==> src/design/u2d_pkg.sv <==
// Shared types and constants for the UTF-8 to UCS-2 decoder.
// No dependencies; imported by every module of the block.
package u2d_pkg;

    localparam int unsigned QueueDepthDefault = 2;

    localparam logic [15:0] MaxUnitsReset = 16'hFFFF;

    // byte-order mark
    localparam logic [7:0] BomByte0 = 8'hEF;
    localparam logic [7:0] BomByte1 = 8'hBB;
    localparam logic [7:0] BomByte2 = 8'hBF;

    // lead byte classification
    localparam logic [7:0] Lead2Mask  = 8'hE0;
    localparam logic [7:0] Lead2Code  = 8'hC0;
    localparam logic [7:0] Lead3Mask  = 8'hF0;
    localparam logic [7:0] Lead3Code  = 8'hE0;
    localparam logic [7:0] Lead4Mask  = 8'hF8;
    localparam logic [7:0] Lead4Code  = 8'hF0;
    localparam logic [7:0] Lead5Mask  = 8'hFC;
    localparam logic [7:0] Lead5Code  = 8'hF8;
    localparam logic [7:0] Lead6Mask  = 8'hFE;
    localparam logic [7:0] Lead6Code  = 8'hFC;

    localparam logic [1:0] PosBomLast = 2'd2;
    localparam logic [1:0] PosSat     = 2'd3;

    typedef struct packed {
        logic [7:0] in_byte;
        logic       last;
    } t_in_item;

    typedef struct packed {
        logic [15:0] code_unit;
        logic        unit_valid;
        logic        end_of_string;
        logic [15:0] units_written;
        logic        stopped_full;
    } t_out_item;

    // entry carried from front to back
    typedef struct packed {
        logic [15:0] code_unit;
        logic        unit_valid;
        logic        end_of_string;
        logic [15:0] units_written;
    } t_q_item;

    typedef struct packed {
        logic full;
        logic empty;
    } t_q_status;

endpackage

==> src/design/u2d_front.sv <==
// Front end: accepts bytes, tracks sequence state and decodes code units.
// Depends on u2d_pkg; pushes results into u2d_queue.
module u2d_front
    import u2d_pkg::*;
(
    input  logic        i_clk,
    input  logic        i_rst_n,
    input  logic        i_in_valid,
    output logic        o_in_ready,
    input  t_in_item    i_in_item,
    input  logic [15:0] i_max_units,
    input  t_q_status   i_q_status,
    output logic        o_push,
    output t_q_item     o_push_item
);

    logic [2:0]  r_pending, n_pending;
    logic        r_skip, n_skip;
    logic [15:0] r_acc, n_acc;
    logic [1:0]  r_pos, n_pos;
    logic        r_bom, n_bom;
    logic [15:0] r_count, n_count;
    logic        r_term, n_term;

    logic        accept;
    logic [7:0]  b;
    logic [7:0]  want;
    logic        mark_done;
    logic        emit;
    logic        unit_ok;
    logic        end_s;
    logic [15:0] unit;

    assign o_in_ready = !i_q_status.full;
    assign accept     = i_in_valid && o_in_ready;
    assign b          = i_in_item.in_byte;

    always_comb begin
        n_pending = r_pending;
        n_skip    = r_skip;
        n_acc     = r_acc;
        n_pos     = r_pos;
        n_bom     = r_bom;
        n_count   = r_count;
        n_term    = r_term;
        mark_done = 1'b0;
        emit      = 1'b0;
        unit_ok   = 1'b0;
        end_s     = 1'b0;
        unit      = 16'd0;
        want      = (r_pos == 2'd0) ? BomByte0 : (r_pos == 2'd1) ? BomByte1 : BomByte2;
        if (accept && !r_term) begin
            if (b == 8'd0) begin
                end_s = 1'b1;
            end else if (r_count >= i_max_units) begin
                n_pending = 3'd0;
                n_skip    = 1'b0;
            end else begin
                if (r_bom) begin
                    if (r_pos == PosSat || b != want) begin
                        n_bom = 1'b0;
                    end else if (r_pos == PosBomLast) begin
                        mark_done = 1'b1;
                    end
                end
                if (r_pos != PosSat) begin
                    n_pos = r_pos + 2'd1;
                end

                if (r_pending != 3'd0) begin
                    n_pending = r_pending - 3'd1;
                    if (!r_skip) begin
                        n_acc = {r_acc[9:0], b[5:0]};
                        if (r_pending == 3'd1) begin
                            emit = 1'b1;
                        end
                    end else if (r_pending == 3'd1) begin
                        n_skip = 1'b0;
                    end
                end else if (!b[7]) begin
                    n_acc = {8'd0, b};
                    emit  = 1'b1;
                end else if ((b & Lead2Mask) == Lead2Code) begin
                    n_acc     = {11'd0, b[4:0]};
                    n_pending = 3'd1;
                end else if ((b & Lead3Mask) == Lead3Code) begin
                    n_acc     = {12'd0, b[3:0]};
                    n_pending = 3'd2;
                end else if ((b & Lead4Mask) == Lead4Code) begin
                    n_acc     = {13'd0, b[2:0]};
                    n_pending = 3'd3;
                end else if ((b & Lead5Mask) == Lead5Code) begin
                    n_skip    = 1'b1;
                    n_pending = 3'd4;
                end else if ((b & Lead6Mask) == Lead6Code) begin
                    n_skip    = 1'b1;
                    n_pending = 3'd5;
                end

                if (n_pos == PosSat) begin
                    n_bom = 1'b0;
                end

                if (emit) begin
                    if (mark_done) begin
                        n_bom = 1'b0;
                    end else begin
                        unit_ok = 1'b1;
                        unit    = n_acc;
                        n_count = r_count + 16'd1;
                    end
                end
            end

            if (i_in_item.last) begin
                end_s = 1'b1;
            end
            if (end_s) begin
                n_term    = 1'b1;
                n_pending = 3'd0;
                n_skip    = 1'b0;
            end
        end
    end

    assign o_push                    = unit_ok || end_s;
    assign o_push_item.code_unit     = unit;
    assign o_push_item.unit_valid    = unit_ok;
    assign o_push_item.end_of_string = end_s;
    assign o_push_item.units_written = n_count;

    always_ff @(posedge i_clk) begin
        if (!i_rst_n) begin
            r_pending <= 3'd0;
            r_skip    <= 1'b0;
            r_pos     <= 2'd0;
            r_bom     <= 1'b1;
            r_count   <= 16'd0;
            r_term    <= 1'b0;
        end else begin
            r_pending <= n_pending;
            r_skip    <= n_skip;
            r_pos     <= n_pos;
            r_bom     <= n_bom;
            r_count   <= n_count;
            r_term    <= n_term;
        end
    end

    always_ff @(posedge i_clk) begin
        r_acc <= n_acc;
    end

endmodule

==> src/design/u2d_queue.sv <==
// Small FIFO between the decode front end and the output stage.
// Depends on u2d_pkg. DEPTH from 2 to 16.
module u2d_queue
    import u2d_pkg::*;
#(
    parameter int unsigned DEPTH = QueueDepthDefault
) (
    input  logic      i_clk,
    input  logic      i_rst_n,
    input  logic      i_push,
    input  t_q_item   i_push_item,
    input  logic      i_pop,
    output t_q_item   o_head,
    output t_q_status o_status
);

    localparam int unsigned PtrW = $clog2(DEPTH);
    localparam int unsigned CntW = $clog2(DEPTH + 1);
    localparam logic [PtrW-1:0] PtrLast = PtrW'(DEPTH - 1);
    localparam logic [CntW-1:0] CntFull = CntW'(DEPTH);

    t_q_item         r_mem [DEPTH];
    logic [PtrW-1:0] r_wr_ptr, n_wr_ptr;
    logic [PtrW-1:0] r_rd_ptr, n_rd_ptr;
    logic [CntW-1:0] r_count, n_count;

    always_comb begin
        n_wr_ptr = r_wr_ptr;
        n_rd_ptr = r_rd_ptr;
        n_count  = r_count;
        if (i_push) begin
            n_wr_ptr = (r_wr_ptr == PtrLast) ? '0 : r_wr_ptr + PtrW'(1);
        end
        if (i_pop) begin
            n_rd_ptr = (r_rd_ptr == PtrLast) ? '0 : r_rd_ptr + PtrW'(1);
        end
        if (i_push && !i_pop) begin
            n_count = r_count + CntW'(1);
        end else if (!i_push && i_pop) begin
            n_count = r_count - CntW'(1);
        end
    end

    assign o_head         = r_mem[r_rd_ptr];
    assign o_status.full  = (r_count == CntFull);
    assign o_status.empty = (r_count == '0);

    always_ff @(posedge i_clk) begin
        if (!i_rst_n) begin
            r_wr_ptr <= '0;
            r_rd_ptr <= '0;
            r_count  <= '0;
        end else begin
            r_wr_ptr <= n_wr_ptr;
            r_rd_ptr <= n_rd_ptr;
            r_count  <= n_count;
        end
    end

    always_ff @(posedge i_clk) begin
        if (i_push) begin
            r_mem[r_wr_ptr] <= i_push_item;
        end
    end

endmodule

==> src/design/u2d_back.sv <==
// Output stage: pops the queue, flags the unit limit, holds the result register.
// Depends on u2d_pkg; fed by u2d_queue.
module u2d_back
    import u2d_pkg::*;
(
    input  logic        i_clk,
    input  logic        i_rst_n,
    input  t_q_status   i_q_status,
    input  t_q_item     i_head,
    input  logic [15:0] i_max_units,
    output logic        o_pop,
    output logic        o_out_valid,
    input  logic        i_out_ready,
    output t_out_item   o_out_item
);

    logic      r_valid, n_valid;
    t_out_item r_item;

    assign o_pop = !i_q_status.empty && (!r_valid || i_out_ready);

    always_comb begin
        n_valid = r_valid;
        if (o_pop) begin
            n_valid = 1'b1;
        end else if (i_out_ready) begin
            n_valid = 1'b0;
        end
    end

    always_ff @(posedge i_clk) begin
        if (!i_rst_n) begin
            r_valid <= 1'b0;
        end else begin
            r_valid <= n_valid;
        end
    end

    // the user must change max_units only while nothing is in flight; the block does not enforce it
    always_ff @(posedge i_clk) begin
        if (o_pop) begin
            r_item.code_unit     <= i_head.code_unit;
            r_item.unit_valid    <= i_head.unit_valid;
            r_item.end_of_string <= i_head.end_of_string;
            r_item.units_written <= i_head.units_written;
            r_item.stopped_full  <= (i_head.units_written >= i_max_units);
        end
    end

    assign o_out_valid = r_valid;
    assign o_out_item  = r_item;

endmodule

==> src/design/utf8_to_ucs2_decoder_unit.sv <==
// Channel   Signals                            Request moves
// --------  ---------------------------------  -------------------------------
// input     i_in_valid / o_in_ready            i_in_item: one byte + last flag
// output    o_out_valid / i_out_ready          o_out_item: unit or end result
// config    i_cfg_we / i_cfg_data              max_units, no read-back
//
// One byte per cycle while the queue is not full; the front end decodes in the cycle it takes the request.
// A result passes through the queue and then the back-end result register before it is valid at the output.
// o_in_ready drops only when the QUEUE_DEPTH-entry queue is full.
// Synchronous active-low reset; no clearing pass, ready the cycle after reset.
// Top level: config register and the front / queue / back chain. Depends on u2d_pkg.
module utf8_to_ucs2_decoder_unit
    import u2d_pkg::*;
#(
    parameter int unsigned QUEUE_DEPTH = QueueDepthDefault
) (
    input  logic        i_clk,
    input  logic        i_rst_n,
    input  logic        i_in_valid,
    output logic        o_in_ready,
    input  t_in_item    i_in_item,
    output logic        o_out_valid,
    input  logic        i_out_ready,
    output t_out_item   o_out_item,
    input  logic        i_cfg_we,
    input  logic [15:0] i_cfg_data
);

    logic [15:0] r_max_units;
    t_q_status   q_status;
    logic        push;
    t_q_item     push_item;
    logic        pop;
    t_q_item     head;

    always_ff @(posedge i_clk) begin
        if (!i_rst_n) begin
            r_max_units <= MaxUnitsReset;
        end else if (i_cfg_we) begin
            r_max_units <= i_cfg_data;
        end
    end

    u2d_front u_front (
        .i_clk       (i_clk),
        .i_rst_n     (i_rst_n),
        .i_in_valid  (i_in_valid),
        .o_in_ready  (o_in_ready),
        .i_in_item   (i_in_item),
        .i_max_units (r_max_units),
        .i_q_status  (q_status),
        .o_push      (push),
        .o_push_item (push_item)
    );

    u2d_queue #(
        .DEPTH (QUEUE_DEPTH)
    ) u_queue (
        .i_clk       (i_clk),
        .i_rst_n     (i_rst_n),
        .i_push      (push),
        .i_push_item (push_item),
        .i_pop       (pop),
        .o_head      (head),
        .o_status    (q_status)
    );

    u2d_back u_back (
        .i_clk       (i_clk),
        .i_rst_n     (i_rst_n),
        .i_q_status  (q_status),
        .i_head      (head),
        .i_max_units (r_max_units),
        .o_pop       (pop),
        .o_out_valid (o_out_valid),
        .i_out_ready (i_out_ready),
        .o_out_item  (o_out_item)
    );

endmodule

==> config.mk <==
export PLATFORM = sky130hd
export DESIGN_NAME = utf8_to_ucs2_decoder_unit
export DESIGN_NICKNAME = d
export VERILOG_FILES = /design/src/design/u2d_pkg.sv /design/src/design/u2d_front.sv /design/src/design/u2d_queue.sv /design/src/design/u2d_back.sv /design/src/design/utf8_to_ucs2_decoder_unit.sv
export SDC_FILE = /design/constraint.sdc
export NUM_CORES = 1
export LEC_CHECK = 0
export BUFFER_PORTS_ARGS = -buffer_cell sky130_fd_sc_hd__buf_2
export CAP_MARGIN = 20
export CORE_MARGIN = 2
export CORE_UTILIZATION = 45
export DETAILED_ROUTE_END_ITERATION = 16
export SLEW_MARGIN = 20
export SYNTH_ARGS = -nofsm -noshare
export SYNTH_HDL_FRONTEND = slang
export SYNTH_HIERARCHICAL = 1
export SYNTH_SLANG_ARGS = --single-unit
==> constraint.sdc <==
create_clock -name i_clk -period 5.9 [get_ports i_clk]
set_input_delay 1.475 -clock i_clk [delete_from_list [all_inputs] [get_ports i_clk]]
set_output_delay 1.475 -clock i_clk [all_outputs]
set_load 0.01 [all_outputs]
Yosys cells after proc, flatten, opt, wreduce, memory -nomap -nowiden
Memory sizes are Yosys's and may differ from the RTL's. A register that Yosys moved wholly into a read port is not among the register bits.
Cells that the tools add are included.
{"block": "op_classes", "muxes": 81, "n_bitwise": 2, "n_lt_le_gt_ge": 2, "n_eq_ne": 17, "reduce_logical": 27, "add_sub_neg": 7}
{"cell": "16-bit 2-to-1 mux", "n": 16}
{"cell": "1-bit 2-to-1 mux", "n": 47}
{"cell": "3-bit 2-to-1 mux", "n": 11}
{"cell": "16-bit >= comparator", "n": 2}
{"cell": "16-bit by 1-bit adder with 16-bit output, second input constant", "n": 1}
{"cell": "2-bit 2-to-1 mux", "n": 6}
{"cell": "4-bit by 2-bit != test with 1-bit output, second input constant", "n": 3}
{"cell": "2-bit equality test, second input constant", "n": 4}
{"cell": "8-bit logical NOT", "n": 1}
{"cell": "8-bit 2-to-1 mux", "n": 1}
{"cell": "8-bit != test", "n": 1}
{"cell": "8-bit nonzero test", "n": 1}
{"cell": "7-bit equality test, second input constant", "n": 1}
{"cell": "7-bit AND reduction", "n": 1}
{"cell": "6-bit equality test, second input constant", "n": 1}
{"cell": "1-bit logical NOT", "n": 6}
{"cell": "5-bit equality test, second input constant", "n": 1}
{"cell": "1-bit logical AND", "n": 5}
{"cell": "5-bit nonzero test", "n": 1}
{"cell": "2-bit by 1-bit adder with 2-bit output, second input constant", "n": 2}
{"cell": "4-bit equality test, second input constant", "n": 1}
{"cell": "2-bit logical NOT", "n": 2}
{"cell": "2-bit != test, second input constant", "n": 2}
{"cell": "4-bit AND reduction", "n": 1}
{"cell": "other kinds (13)", "n": 18}
{"block": "word_totals", "reg_bits": 96, "ramBits": 68, "n_memories": 1, "out_inout_bits": 37}
{"memory": "u_queue.r_mem", "depth": 2, "word_bits": 34, "rd": 1, "rd_clocked_by_memory_dff": 1, "wr": 1, "line": "u2d_queue.sv:22", "text": "t_q_item r_mem [DEPTH];"}

Longest topological paths before layout
Gate-level depths: netlist of the first run.
{"block": "depth", "depth_word": 20, "depth_mapped": 13, "depth_no_buf": 12}

Modules after synthesis
Netlist of the first run, hierarchy kept.
{"mod": "u2d_front", "cells_each": 331, "seq_area_each_um2": 960.9, "instances": 1, "area_each_um2": 2890.3}
{"mod": "u2d_queue", "cells_each": 128, "seq_area_each_um2": 2142.1, "instances": 1, "area_each_um2": 2671.3}
{"mod": "u2d_back", "cells_each": 94, "seq_area_each_um2": 1071.0, "instances": 1, "area_each_um2": 1485.2}
{"mod": "utf8_to_ucs2_decoder_unit", "cells_each": 52, "seq_area_each_um2": 320.3, "instances": 1, "area_each_um2": 580.6}

Least setup slack after synthesis of the first run
No wires, ideal clock.
{"block": "synth_timing", "path_type": "input to register", "start": "input i_in_item[8] (netlist bit)", "end": "memory u_queue/r_mem[0][0] (netlist bit), enable pin", "setup_time_ns": 0.430, "t_arrival_ns": 4.694, "cell_stages": 8, "path_slack_ns": 0.776, "path_cell_list": "clkbuf_1 -> or4_1 -> nor2_1 -> buf_4 -> nor2_1 -> nor2_1 -> or2_1 -> nor2b_1"}
{"block": "synth_via", "word_cells_on_any_way": 25}
{"item": "from (decl)", "line": "utf8_to_ucs2_decoder_unit.sv:21", "text": "input t_in_item i_in_item,"}
{"item": "8-bit logical NOT", "line": "u2d_front.sv:53", "text": "if (b == 8'd0) begin"}
{"item": "1-bit 2-to-1 mux", "line": "u2d_front.sv:53"}
{"item": "1-bit 2-to-1 mux", "line": "u2d_front.sv:115", "text": "if (i_in_item.last) begin"}
{"item": "1-bit 2-to-1 mux (2 in series)", "line": "u2d_front.sv:52", "text": "if (accept && !r_term) begin"}
{"item": "net u_front.end_s", "line": "u2d_front.sv:31", "text": "logic end_s;"}
{"item": "1-bit logical OR", "line": "u2d_front.sv:126", "text": "assign o_push = unit_ok || end_s;"}
{"item": "net push", "line": "utf8_to_ucs2_decoder_unit.sv:31", "text": "logic push;"}
{"item": "1-bit 2-to-1 mux", "line": "u2d_queue.sv:61", "text": "if (i_push) begin"}
{"item": "1-bit 2-to-1 mux (not written as such)", "line": "u2d_queue.sv:62", "text": "r_mem[r_wr_ptr] <= i_push_item;"}
{"item": "to (decl)", "line": "u2d_queue.sv:22"}
The timed path passes the listed nets, and every way through them passes these cells. The select of a mux whose other input is x is not followed.

==> reports/results.tsv, run 1 <==
metric	value	unit
Die Y	134	µm
Worst Tran Pin Value	0.968	ns
Initial Util	0.460	
clk slew on worst S/H paths	0.07	ns
Avg Cell Area, Syn	12.6	µm²
Mapped Area	7630	µm²
Synth cell types	61	
Final setup viols	0	
crit share post-route	0.695	
DR vias/cell	5.41	
Leak	0.00370	µW
first-pass GRT wire length	25100	µm
HP Start	u_front/r_bom	
largest fanout on the critical path	28	
Final Max Tran Viols	0	
unrepaired setup endpoints after global routing	no	
required time worst endpoint	6.02	ns
FMAX	0.244	GHz
Die Width	134	µm
PostCTS Resize Cnt	0	
Setup crit start	i_in_item[8]	
GR Util All Layers	0.179	
Worst Path Arrival	4.22	ns
Antenna Nets Post-Route	0	
Setup Fix Bufs, Post-CTS	0	
Inserted Diodes	0	
Clock Skew	0.0135	ns
largest net degree at the start of global routing	43	
Synth area leader	edfxtp_1	
post-synthesis sequential area ratio	0.589	
ratio of cells with drive above 1 in the final layout	0.231	
CTS sink count	165	
top_reg_cell synth	edfxtp_1	
per-cell routed wire length	17.1	µm
worst slack at placement	1.34	ns
Core ar.	16600	µm²
Design Power	3640	µW
Hold Buf Count CTS	0	
Final Hold Fails	0	
final wirelength	15400	µm
element type at the critical path end	flop	
startpoint types	primary input	
setup ws final	1.80	ns
Die ar.	18000	µm²
GPL Wtd Cong	0.860	
Relative slew margins	0.354	
syn_nets	672	
remaining global-route overflow	0	
PwrDens	414	nW/µm²
Final min period	4.10	ns
latest clock arrival within the worst-skew pair	0.43	ns
top cells by area, synth	edfxtp_1 (47%), dfxtp_1 (12%), ha_1 (6.1%), mux2_2 (5.5%), mux2i_1 (3.3%)	
Post-synth EDFFs	119	
num ports	67	
Worst R2R Start	r_max_units[9]	
DRC violations left	0	
Rows	47	
status	finished clean	
CTS root buf	clkbuf_16	
Gate Count Post-Synth	605	
Iteration-0 DRC Markers	355	
maximum vdd drop	0.358	mV
Hold Path Class	reg2reg	
number of synthesized register bits	165	
FFs w/ async S/R, synth	0	
Pre-antenna DRT Iters	8	
number of H-tree levels	4	
critical path class	in2reg	
Max Buffers Root-to-Sink	2	
number of nets in the layout	739	
Num CTS Buffers	17	
input/output buffers	66	
fill count	1435	
via count	4899	
hold path depth	2	
max-cap violation count	0	
YS warnings	6	
vias in the first global route	4926	
Setup TNS	0	ns
initial antenna violation count	2	
Area Growth Syn to Fin	15.2	%
Synth top area share	0.469	
CTS tree	done	
FF-to-FF path depth	11	
HPWL after DPL	10400	µm
[power by group]
group	total [µW]	leakage [µW]	switching (µW)	internal, µW
combinational	845	0.00188	505	340
sequential	1630	0.00152	72.2	1560
clock	1160	0.000298	479	677
[cells by family after synthesis]
| group | Yosys count | share of synthesized area |
|---|---|---|
| simple gates | 175 | 0.130 |
| flops | 165 | 0.589 |
| compound gates | 84 | 0.0764 |
| buf+inv | 71 | 0.0428 |
| mux | 63 | 0.0889 |
| fa+ha+maj | 37 | 0.0607 |
| xor+xnor | 10 | 0.0115 |
[cells in the mapped netlist, types with 6 or more instances]
master and instances:
nand3_1 11, buf_4 6, clkbuf_1 13, o31ai_1 10
nand4_1 11, or4_1 10, and2_1 23, edfxtp_1 119
nand2_1 48, and3_1 6, nor3_1 10, o21ai_0 7
a22o_1 10, xor2_1 9, mux2_2 37, nand2b_1 13
ha_1 37, mux2i_1 25, nor2_1 13, inv_1 43
dfxtp_1 46, nor2b_1 6, a21oi_1 28
[placed cells by master (no fill, tap or decap), types with 10 or more instances in the layout]
master       n
edfxtp_1   119
buf_2       66
nand2_1     48
dfxtp_1     46
inv_1       43
ha_1        37
mux2_2      37
a21oi_1     28
mux2i_1     25
and2_1      23
clkbuf_16   17
nand2b_1    13
nor2_1      12
nand4_1     11
nand3_1     11
or4_1       10
a22o_1      10
o31ai_1     10
[per-layer routing]
metal  global-route usage  up-vias  wire length (µm)
met5                    0        -                11
met4               0.0520        2               181
met3               0.0442       17               643
met2                0.285      106              7040
met1                0.245     2402              7560
li1                     -     2372                 -
[worst paths after layout]
| check | slack (ns) | end |
|---|---|---|
| worst max-delay path | 1.80 | u_queue/r_mem[1][29] |
| worst min-delay path | 0.46 | u_front/r_bom |
| worst max register to register | 2.27 | u_queue/r_mem[1][29] |
| worst min register to register | 0.46 | u_front/r_bom |
[cell type report]
cell class,instances,area (µm²),area share
Inverter,43,161,0.0184
Multi-Input combinational cell,369,2820,0.321
Timing Repair Buffer,76,418,0.0475
Sequential cell,165,4490,0.511
Clock buffer,17,425,0.0484
Clock inverter,15,191,0.0218
Tap cell,220,275,0.0313
[critical path, cell delays in order]
cell    delay [ns]
buf_2         0.17
or4_1         0.55
nor2_2        0.11
buf_4         0.30
nor2_1        0.14
nor2_1        0.20
or2_1         0.20
and2_1        0.78
buf_12        0.27
[state kept, by name, indices dropped and copies added, names as in the netlist, named ones only]
| name | flops |
|---|---|
| u_queue/r_rd_ptr | 1 |
| u_front/r_acc | 16 |
| u_front/r_pos | 2 |
| u_back/o_out_valid | 1 |
| u_front/r_term | 1 |
| u_back/o_out_item | 35 |
| u_front/r_skip | 1 |
| u_front/r_count | 16 |
| u_front/r_bom | 1 |
| u_queue/r_wr_ptr | 1 |
| u_front/r_pending | 3 |
| u_queue/r_mem | 68 |
| u_queue/r_count | 2 |
| r_max_units | 16 |
[metrics by stage]
step | utilization | hold WS, ns | std cells | cell area [µm²]
floorplan | - | 0.429 | 605 | 7630
global placement | 0.493 | 0.453 | 873 | 8170
detailed placement | 0.493 | 0.454 | 873 | 8170
CTS | 0.530 | 0.464 | 905 | 8790
global route | 0.530 | 0.508 | 905 | 8790
finish | 0.530 | 0.464 | 905 | 8790
No activity file was read; power rests on OpenSTA's default activity.
==> run 2: changes to the inputs <==
==> constraint.sdc (replaced) <==
create_clock -name i_clk -period 4.22 [get_ports i_clk]
set_input_delay 1.055 -clock i_clk [delete_from_list [all_inputs] [get_ports i_clk]]
set_output_delay 1.055 -clock i_clk [all_outputs]
set_load 0.01 [all_outputs]
==> reports/results.tsv, run 2 (synthesized netlist as in run 1, its figures left out) <==
metric	value	unit	change
status	finished clean		
DR vias/cell	5.37		-0.77%
GR Util All Layers	0.178		-0.000910
Setup Fix Bufs, Post-CTS	0		unchanged
Core ar.	16600	µm²	unchanged
Final Hold Fails	0		unchanged
Rows	47		unchanged
startpoint types	primary input		
Inserted Diodes	0		unchanged
Initial Util	0.460		unchanged
number of nets in the layout	741		+0.27%
Pre-antenna DRT Iters	4		-4
number of H-tree levels	4		unchanged
Hold Buf Count CTS	0		unchanged
remaining global-route overflow	0		unchanged
max FFs per register	68		unchanged
Num CTS Buffers	17		unchanged
Die ar.	18000	µm²	unchanged
Worst Path Arrival	3.40	ns	-0.82 ns
Hold Path Class	reg2reg		
first-pass GRT wire length	24400	µm	-2.7%
PostCTS Resize Cnt	0		unchanged
critical path class	in2reg		
Worst Tran Pin Value	0.791	ns	-0.177 ns
CTS tree	done		
DRC violations left	0		unchanged
instance count on the critical path	9		unchanged
Clock Skew	0.00919	ns	-0.00432 ns
slowest stage cell, crit path	or4_1		
largest fanout on the critical path	27		-3.6%
element type at the critical path end	flop		
num ports	67		unchanged
Final Max Tran Viols	0		unchanged
worst slack at placement	0.750	ns	-0.590 ns
input/output buffers	66		unchanged
setup ws final	1.18	ns	-0.620 ns
CTS root buf	clkbuf_16		
latest clock arrival within the worst-skew pair	0.43	ns	about the same
cell chain of the critical path	buf_2 -> or4_1 -> nor2_2 -> buf_4 -> nor3_2 -> or2_1 -> ha_1 -> or3_1 -> a21boi_1		
Die Width	134	µm	unchanged
Setup TNS	0	ns	unchanged
unrepaired setup endpoints after global routing	no		
Reg with most FFs	u_queue/r_mem		
via count	4872		-0.55%
crit share post-route	0.720		
max-cap violation count	0		unchanged
Register Area	4490	µm²	unchanged
largest net degree at the start of global routing	43		unchanged
worst hold slack	0.489	ns	+0.0247 ns
Final setup viols	0		unchanged
Iteration-0 DRC Markers	312		-12%
most frequent cells in the layout	edfxtp_1 (119), buf_2 (66), nand2_1 (48)		
Area Growth Syn to Fin	14.7	%	
Setup crit start	i_in_item[8]		
area of the multi-input gates	2830	µm²	+0.18%
Max Buffers Root-to-Sink	2		unchanged
PwrDens	568	nW/µm²	+37%
Leak	0.00369	µW	about the same
Antenna Nets Post-Route	0		unchanged
maximum vdd drop	0.478	mV	+34%
final wirelength	15400	µm	-0.54%
GPL Wtd Cong	0.858		-0.23%
commonest non-fill, non-tap cell in the layout	edfxtp_1		
crit path buf inv count	2		-1
ratio of cells with drive above 1 in the final layout	0.234		+0.00370
HPWL after DPL	10600	µm	+2.1%
clk slew on worst S/H paths	0.07	ns	about the same
flop-to-flop setup slack	1.23	ns	-1.04 ns
vias in the first global route	4632		-6.0%
Worst R2R Start	u_queue/r_count[0]		
CP Capture Point	u_queue/r_count[1]		
initial antenna violation count	0		-2
CTS sink count	165		unchanged
CP max stage delay	0.54	ns	-0.24 ns
Relative slew margins	0.472		+0.117
fill count	1475		+2.8%
FMAX	0.329	GHz	
Die Y	134	µm	unchanged
required time worst endpoint	4.58	ns	-1.44 ns
Final min period	3.04	ns	
per-cell routed wire length	16.9	µm	-0.76%
FF-to-FF path depth	8		-3
Largest delay share family, worst path	simple AND/OR/NAND/NOR gates		
reg-to-reg endpoint	u_queue/r_mem[0][25]		
[run 2: cell types whose count changed in the layout (fill, tap and decap cells not counted), moves of 2 or more]
cell        before  now
buf_4            9   12
bufinv_16        3    1
clkinv_4         2    5
clkinvlp_4       2    0
[run 2: worst reg2reg max path, stage by stage, from the launching register on]
cell and delay (ns):
dfxtp_1 0.41, and2b_2 0.26, or3b_1 0.50, a211o_1 0.34, a31o_2 0.30, nor3_2 0.15
or2_1 0.18, nor2b_2 0.17, buf_4 0.34
[run 2: cell type report]
type,count,area share
inverters,43,0.0184
clock buffers,17,0.0486
repair buffers,78,0.0480
clock inverters,15,0.0166
well taps,220,0.0315
multi-input cells,369,0.323
flip-flops and latches,165,0.514
[run 2: through the flow]
stage / cells / utilization / power (µW) / instance area [µm²]
3_3_place_gp: 875 / 0.493 / 3490 / 8180
2_1_floorplan: 605 / - / 3110 / 7630
5_1_grt: 907 / 0.528 / 5230 / 8750
3_5_place_dp: 875 / 0.493 / 3520 / 8180
6_report: 907 / 0.528 / 4970 / 8750
4_1_cts: 907 / 0.528 / 5020 / 8750
[run 2: how the worst min path moves through the flow]
stage | to | from | slack, ns | depth (start not counted)
after floorplan | u_front/r_bom | u_front/r_bom | 0.43 | 2
after global placement | u_front/r_bom | u_front/r_bom | 0.45 | 2
after detailed placement | u_front/r_bom | u_front/r_bom | 0.48 | 2
after CTS | u_front/r_bom | u_front/r_bom | 0.49 | 2
after global routing | u_front/r_bom | u_front/r_bom | 0.50 | 2
final | u_front/r_bom | u_front/r_bom | 0.49 | 2
[run 2: where the power goes]
group / total, µW / internal [µW] / leakage, µW / switching, µW
Clock: 1490 / 827 / 0.000284 / 663
Combinational: 1170 / 475 / 0.00189 / 695
Sequential: 2310 / 2180 / 0.00152 / 130
Total: 4970 / 3490 / 0.00369 / 1490
[run 2: per-layer routing]
metal | vias up | share of wire | track usage | routed length [µm]
li1 | 2381 | - | - | -
met1 | 2333 | 0.49 | 0.258 | 7510
met2 | 138 | 0.44 | 0.263 | 6800
met3 | 20 | 0.054 | 0.0423 | 835
met4 | 0 | 0.013 | 0.0632 | 204
met5 | - | 0 | 0 | 0
==> run 3: changes to the inputs <==
==> constraint.sdc (replaced) <==
create_clock -name i_clk -period 3.19 [get_ports i_clk]
set_input_delay 0.7975 -clock i_clk [delete_from_list [all_inputs] [get_ports i_clk]]
set_output_delay 0.7975 -clock i_clk [all_outputs]
set_load 0.01 [all_outputs]
==> reports/results.tsv, run 3 (synthesized netlist as in run 1, its figures left out) <==
metric	value	unit	change
number of H-tree levels	4		unchanged
max FFs per register	68		unchanged
Pre-antenna DRT Iters	4		unchanged
Setup TNS	0	ns	unchanged
HPWL after DPL	10500	µm	-0.98%
Util after Layout	0.535		+0.00755
area of the multi-input gates	2860	µm²	+1.1%
Antenna Nets Post-Route	0		unchanged
status	finished clean		
CP max stage delay	0.35	ns	-0.19 ns
DRC violations left	0		unchanged
FMAX	0.349	GHz	
vias in the first global route	4776		+3.1%
required time worst endpoint	3.54	ns	-1.04 ns
cell chain of the critical path	inv_1 -> ha_1 -> a21o_1 -> a221o_1 -> a21oi_1 -> nand4_1 -> nor3_2 -> or2_4 -> ha_1 -> or3_1 -> a21boi_1		
crit share post-route	0.899		
clk slew on worst S/H paths	0.06	ns	about the same
largest net degree at the start of global routing	42		-2.3%
FF-to-FF path depth	11		+3
Max Buffers Root-to-Sink	2		unchanged
CTS tree	done		
Worst Tran Pin Value	0.701	ns	-0.0902 ns
GR Util All Layers	0.174		-0.00483
CTS sink count	165		unchanged
maximum vdd drop	0.682	mV	+43%
CP Capture Point	u_queue/r_count[1]		
Core ar.	16600	µm²	unchanged
Design Power	6650	µW	+34%
largest fanout on the critical path	4		-85%
Final Hold Fails	0		unchanged
ratio of cells with drive above 1 in the final layout	0.245		+0.0110
Final min period	2.87	ns	
Rows	47		unchanged
Register Area	4490	µm²	unchanged
Die ar.	18000	µm²	unchanged
input/output buffers	66		unchanged
PwrDens	750	nW/µm²	+32%
Worst Path Arrival	3.21	ns	-0.19 ns
remaining global-route overflow	0		unchanged
per-cell routed wire length	16.3	µm	-3.5%
Final setup viols	0		unchanged
first-pass GRT wire length	24200	µm	-0.99%
reg-to-reg endpoint	u_queue/r_count[1]		
Relative slew margins	0.531		+0.0591
final wirelength	14900	µm	-2.9%
Reg with most FFs	u_queue/r_mem		
Hold Path Class	reg2reg		
Hold Buf Count CTS	0		unchanged
Die Y	134	µm	unchanged
Clock Skew	0.00861	ns	-0.000572 ns
Leak	0.00374	µW	+1.4%
most frequent cells in the layout	edfxtp_1 (119), buf_2 (66), nand2_1 (48)		
CTS root buf	clkbuf_16		
Iteration-0 DRC Markers	331		+6.1%
Area Growth Syn to Fin	16.4	%	
number of nets in the layout	748		+0.94%
Inserted Diodes	0		unchanged
Final Max Tran Viols	0		unchanged
commonest non-fill, non-tap cell in the layout	edfxtp_1		
element type at the critical path end	flop		
initial antenna violation count	0		unchanged
critical path class	reg2reg		
GPL Wtd Cong	0.866		+0.98%
slowest stage cell, crit path	dfxtp_1		
Initial Util	0.460		unchanged
most used cell, CP	ha_1		
num ports	67		unchanged
PostCTS Resize Cnt	0		unchanged
startpoint types	flop		
Setup crit start	r_max_units[9]		
Worst R2R Start	r_max_units[9]		
max-cap violation count	0		unchanged
fill count	1449		-1.8%
flop-to-flop setup slack	0.32	ns	-0.91 ns
via count	4810		-1.3%
Num CTS Buffers	17		unchanged
unrepaired setup endpoints after global routing	no		
DR vias/cell	5.27		-1.9%
Die Width	134	µm	unchanged
latest clock arrival within the worst-skew pair	0.42	ns	about the same
Setup Fix Bufs, Post-CTS	0		unchanged
run 3: changes by cell type in the layout (fill, tap and decap cells not counted), moves of 2 or more:
| cell | before | now |
|---|---|---|
| clkinv_4 | 5 | 3 |
| inv_8 | 2 | 0 |
| clkinvlp_4 | 0 | 2 |
| inv_6 | 4 | 1 |
| or4_1 | 10 | 8 |
| or4_4 | 0 | 2 |
| buf_4 | 12 | 17 |
| buf_12 | 0 | 2 |
| bufinv_16 | 1 | 3 |
run 3: layer usage:
layer / wire length [µm] / GRT usage / up-vias
met5: 0 / 0 / -
met4: 163 / 0.0544 / 0
met3: 569 / 0.0457 / 10
met2: 6960 / 0.276 / 97
met1: 7220 / 0.233 / 2321
li1: - / - / 2382
run 3: how the worst min path moves through the flow:
stage	depth (start not counted)	end	slack (ns)	start
finish	2	u_front/r_bom	0.46	u_front/r_bom
global route	2	u_front/r_bom	0.49	u_front/r_bom
CTS	2	u_front/r_bom	0.46	u_front/r_bom
detailed placement	2	u_front/r_bom	0.45	u_front/r_bom
global placement	2	u_front/r_bom	0.45	u_front/r_bom
floorplan	2	u_front/r_bom	0.43	u_front/r_bom
run 3: worst max-delay path: cells and delay by family (launching register included):
family          cells  cell delay [ns]
compound gates      4             0.88
fa+ha+maj           2             0.57
buf+inv             1             0.06
flops               1             0.35
simple gates        4             0.95
run 3: layout make-up:
type                       count  share of cell area
timing repair buffer          85              0.0561
inverter                      43              0.0182
tap                          220              0.0310
clock buffer                  18              0.0484
multi-input combinational    369               0.322
sequential                   165               0.506
clock inverter                13              0.0179
run 3: per-stage QoR:
stage / std cells / setup WS, ns / cell area, µm² / hold WS [ns]
after floorplan: 605 / 0.000712 / 7680 / 0.429
after global placement: 882 / 0.211 / 8290 / 0.447
after detailed placement: 882 / 0.183 / 8290 / 0.453
after CTS: 913 / 0.280 / 8880 / 0.463
after global routing: 913 / 0.0942 / 8880 / 0.493
final: 913 / 0.322 / 8880 / 0.464
run 3: power by group:
| part | total [µW] | switching, µW | internal [µW] | leakage (µW) |
|---|---|---|---|---|
| Sequential | 3020 | 132 | 2890 | 0.00152 |
| Clock | 2030 | 808 | 1220 | 0.000284 |
| Combinational | 1600 | 925 | 674 | 0.00194 |
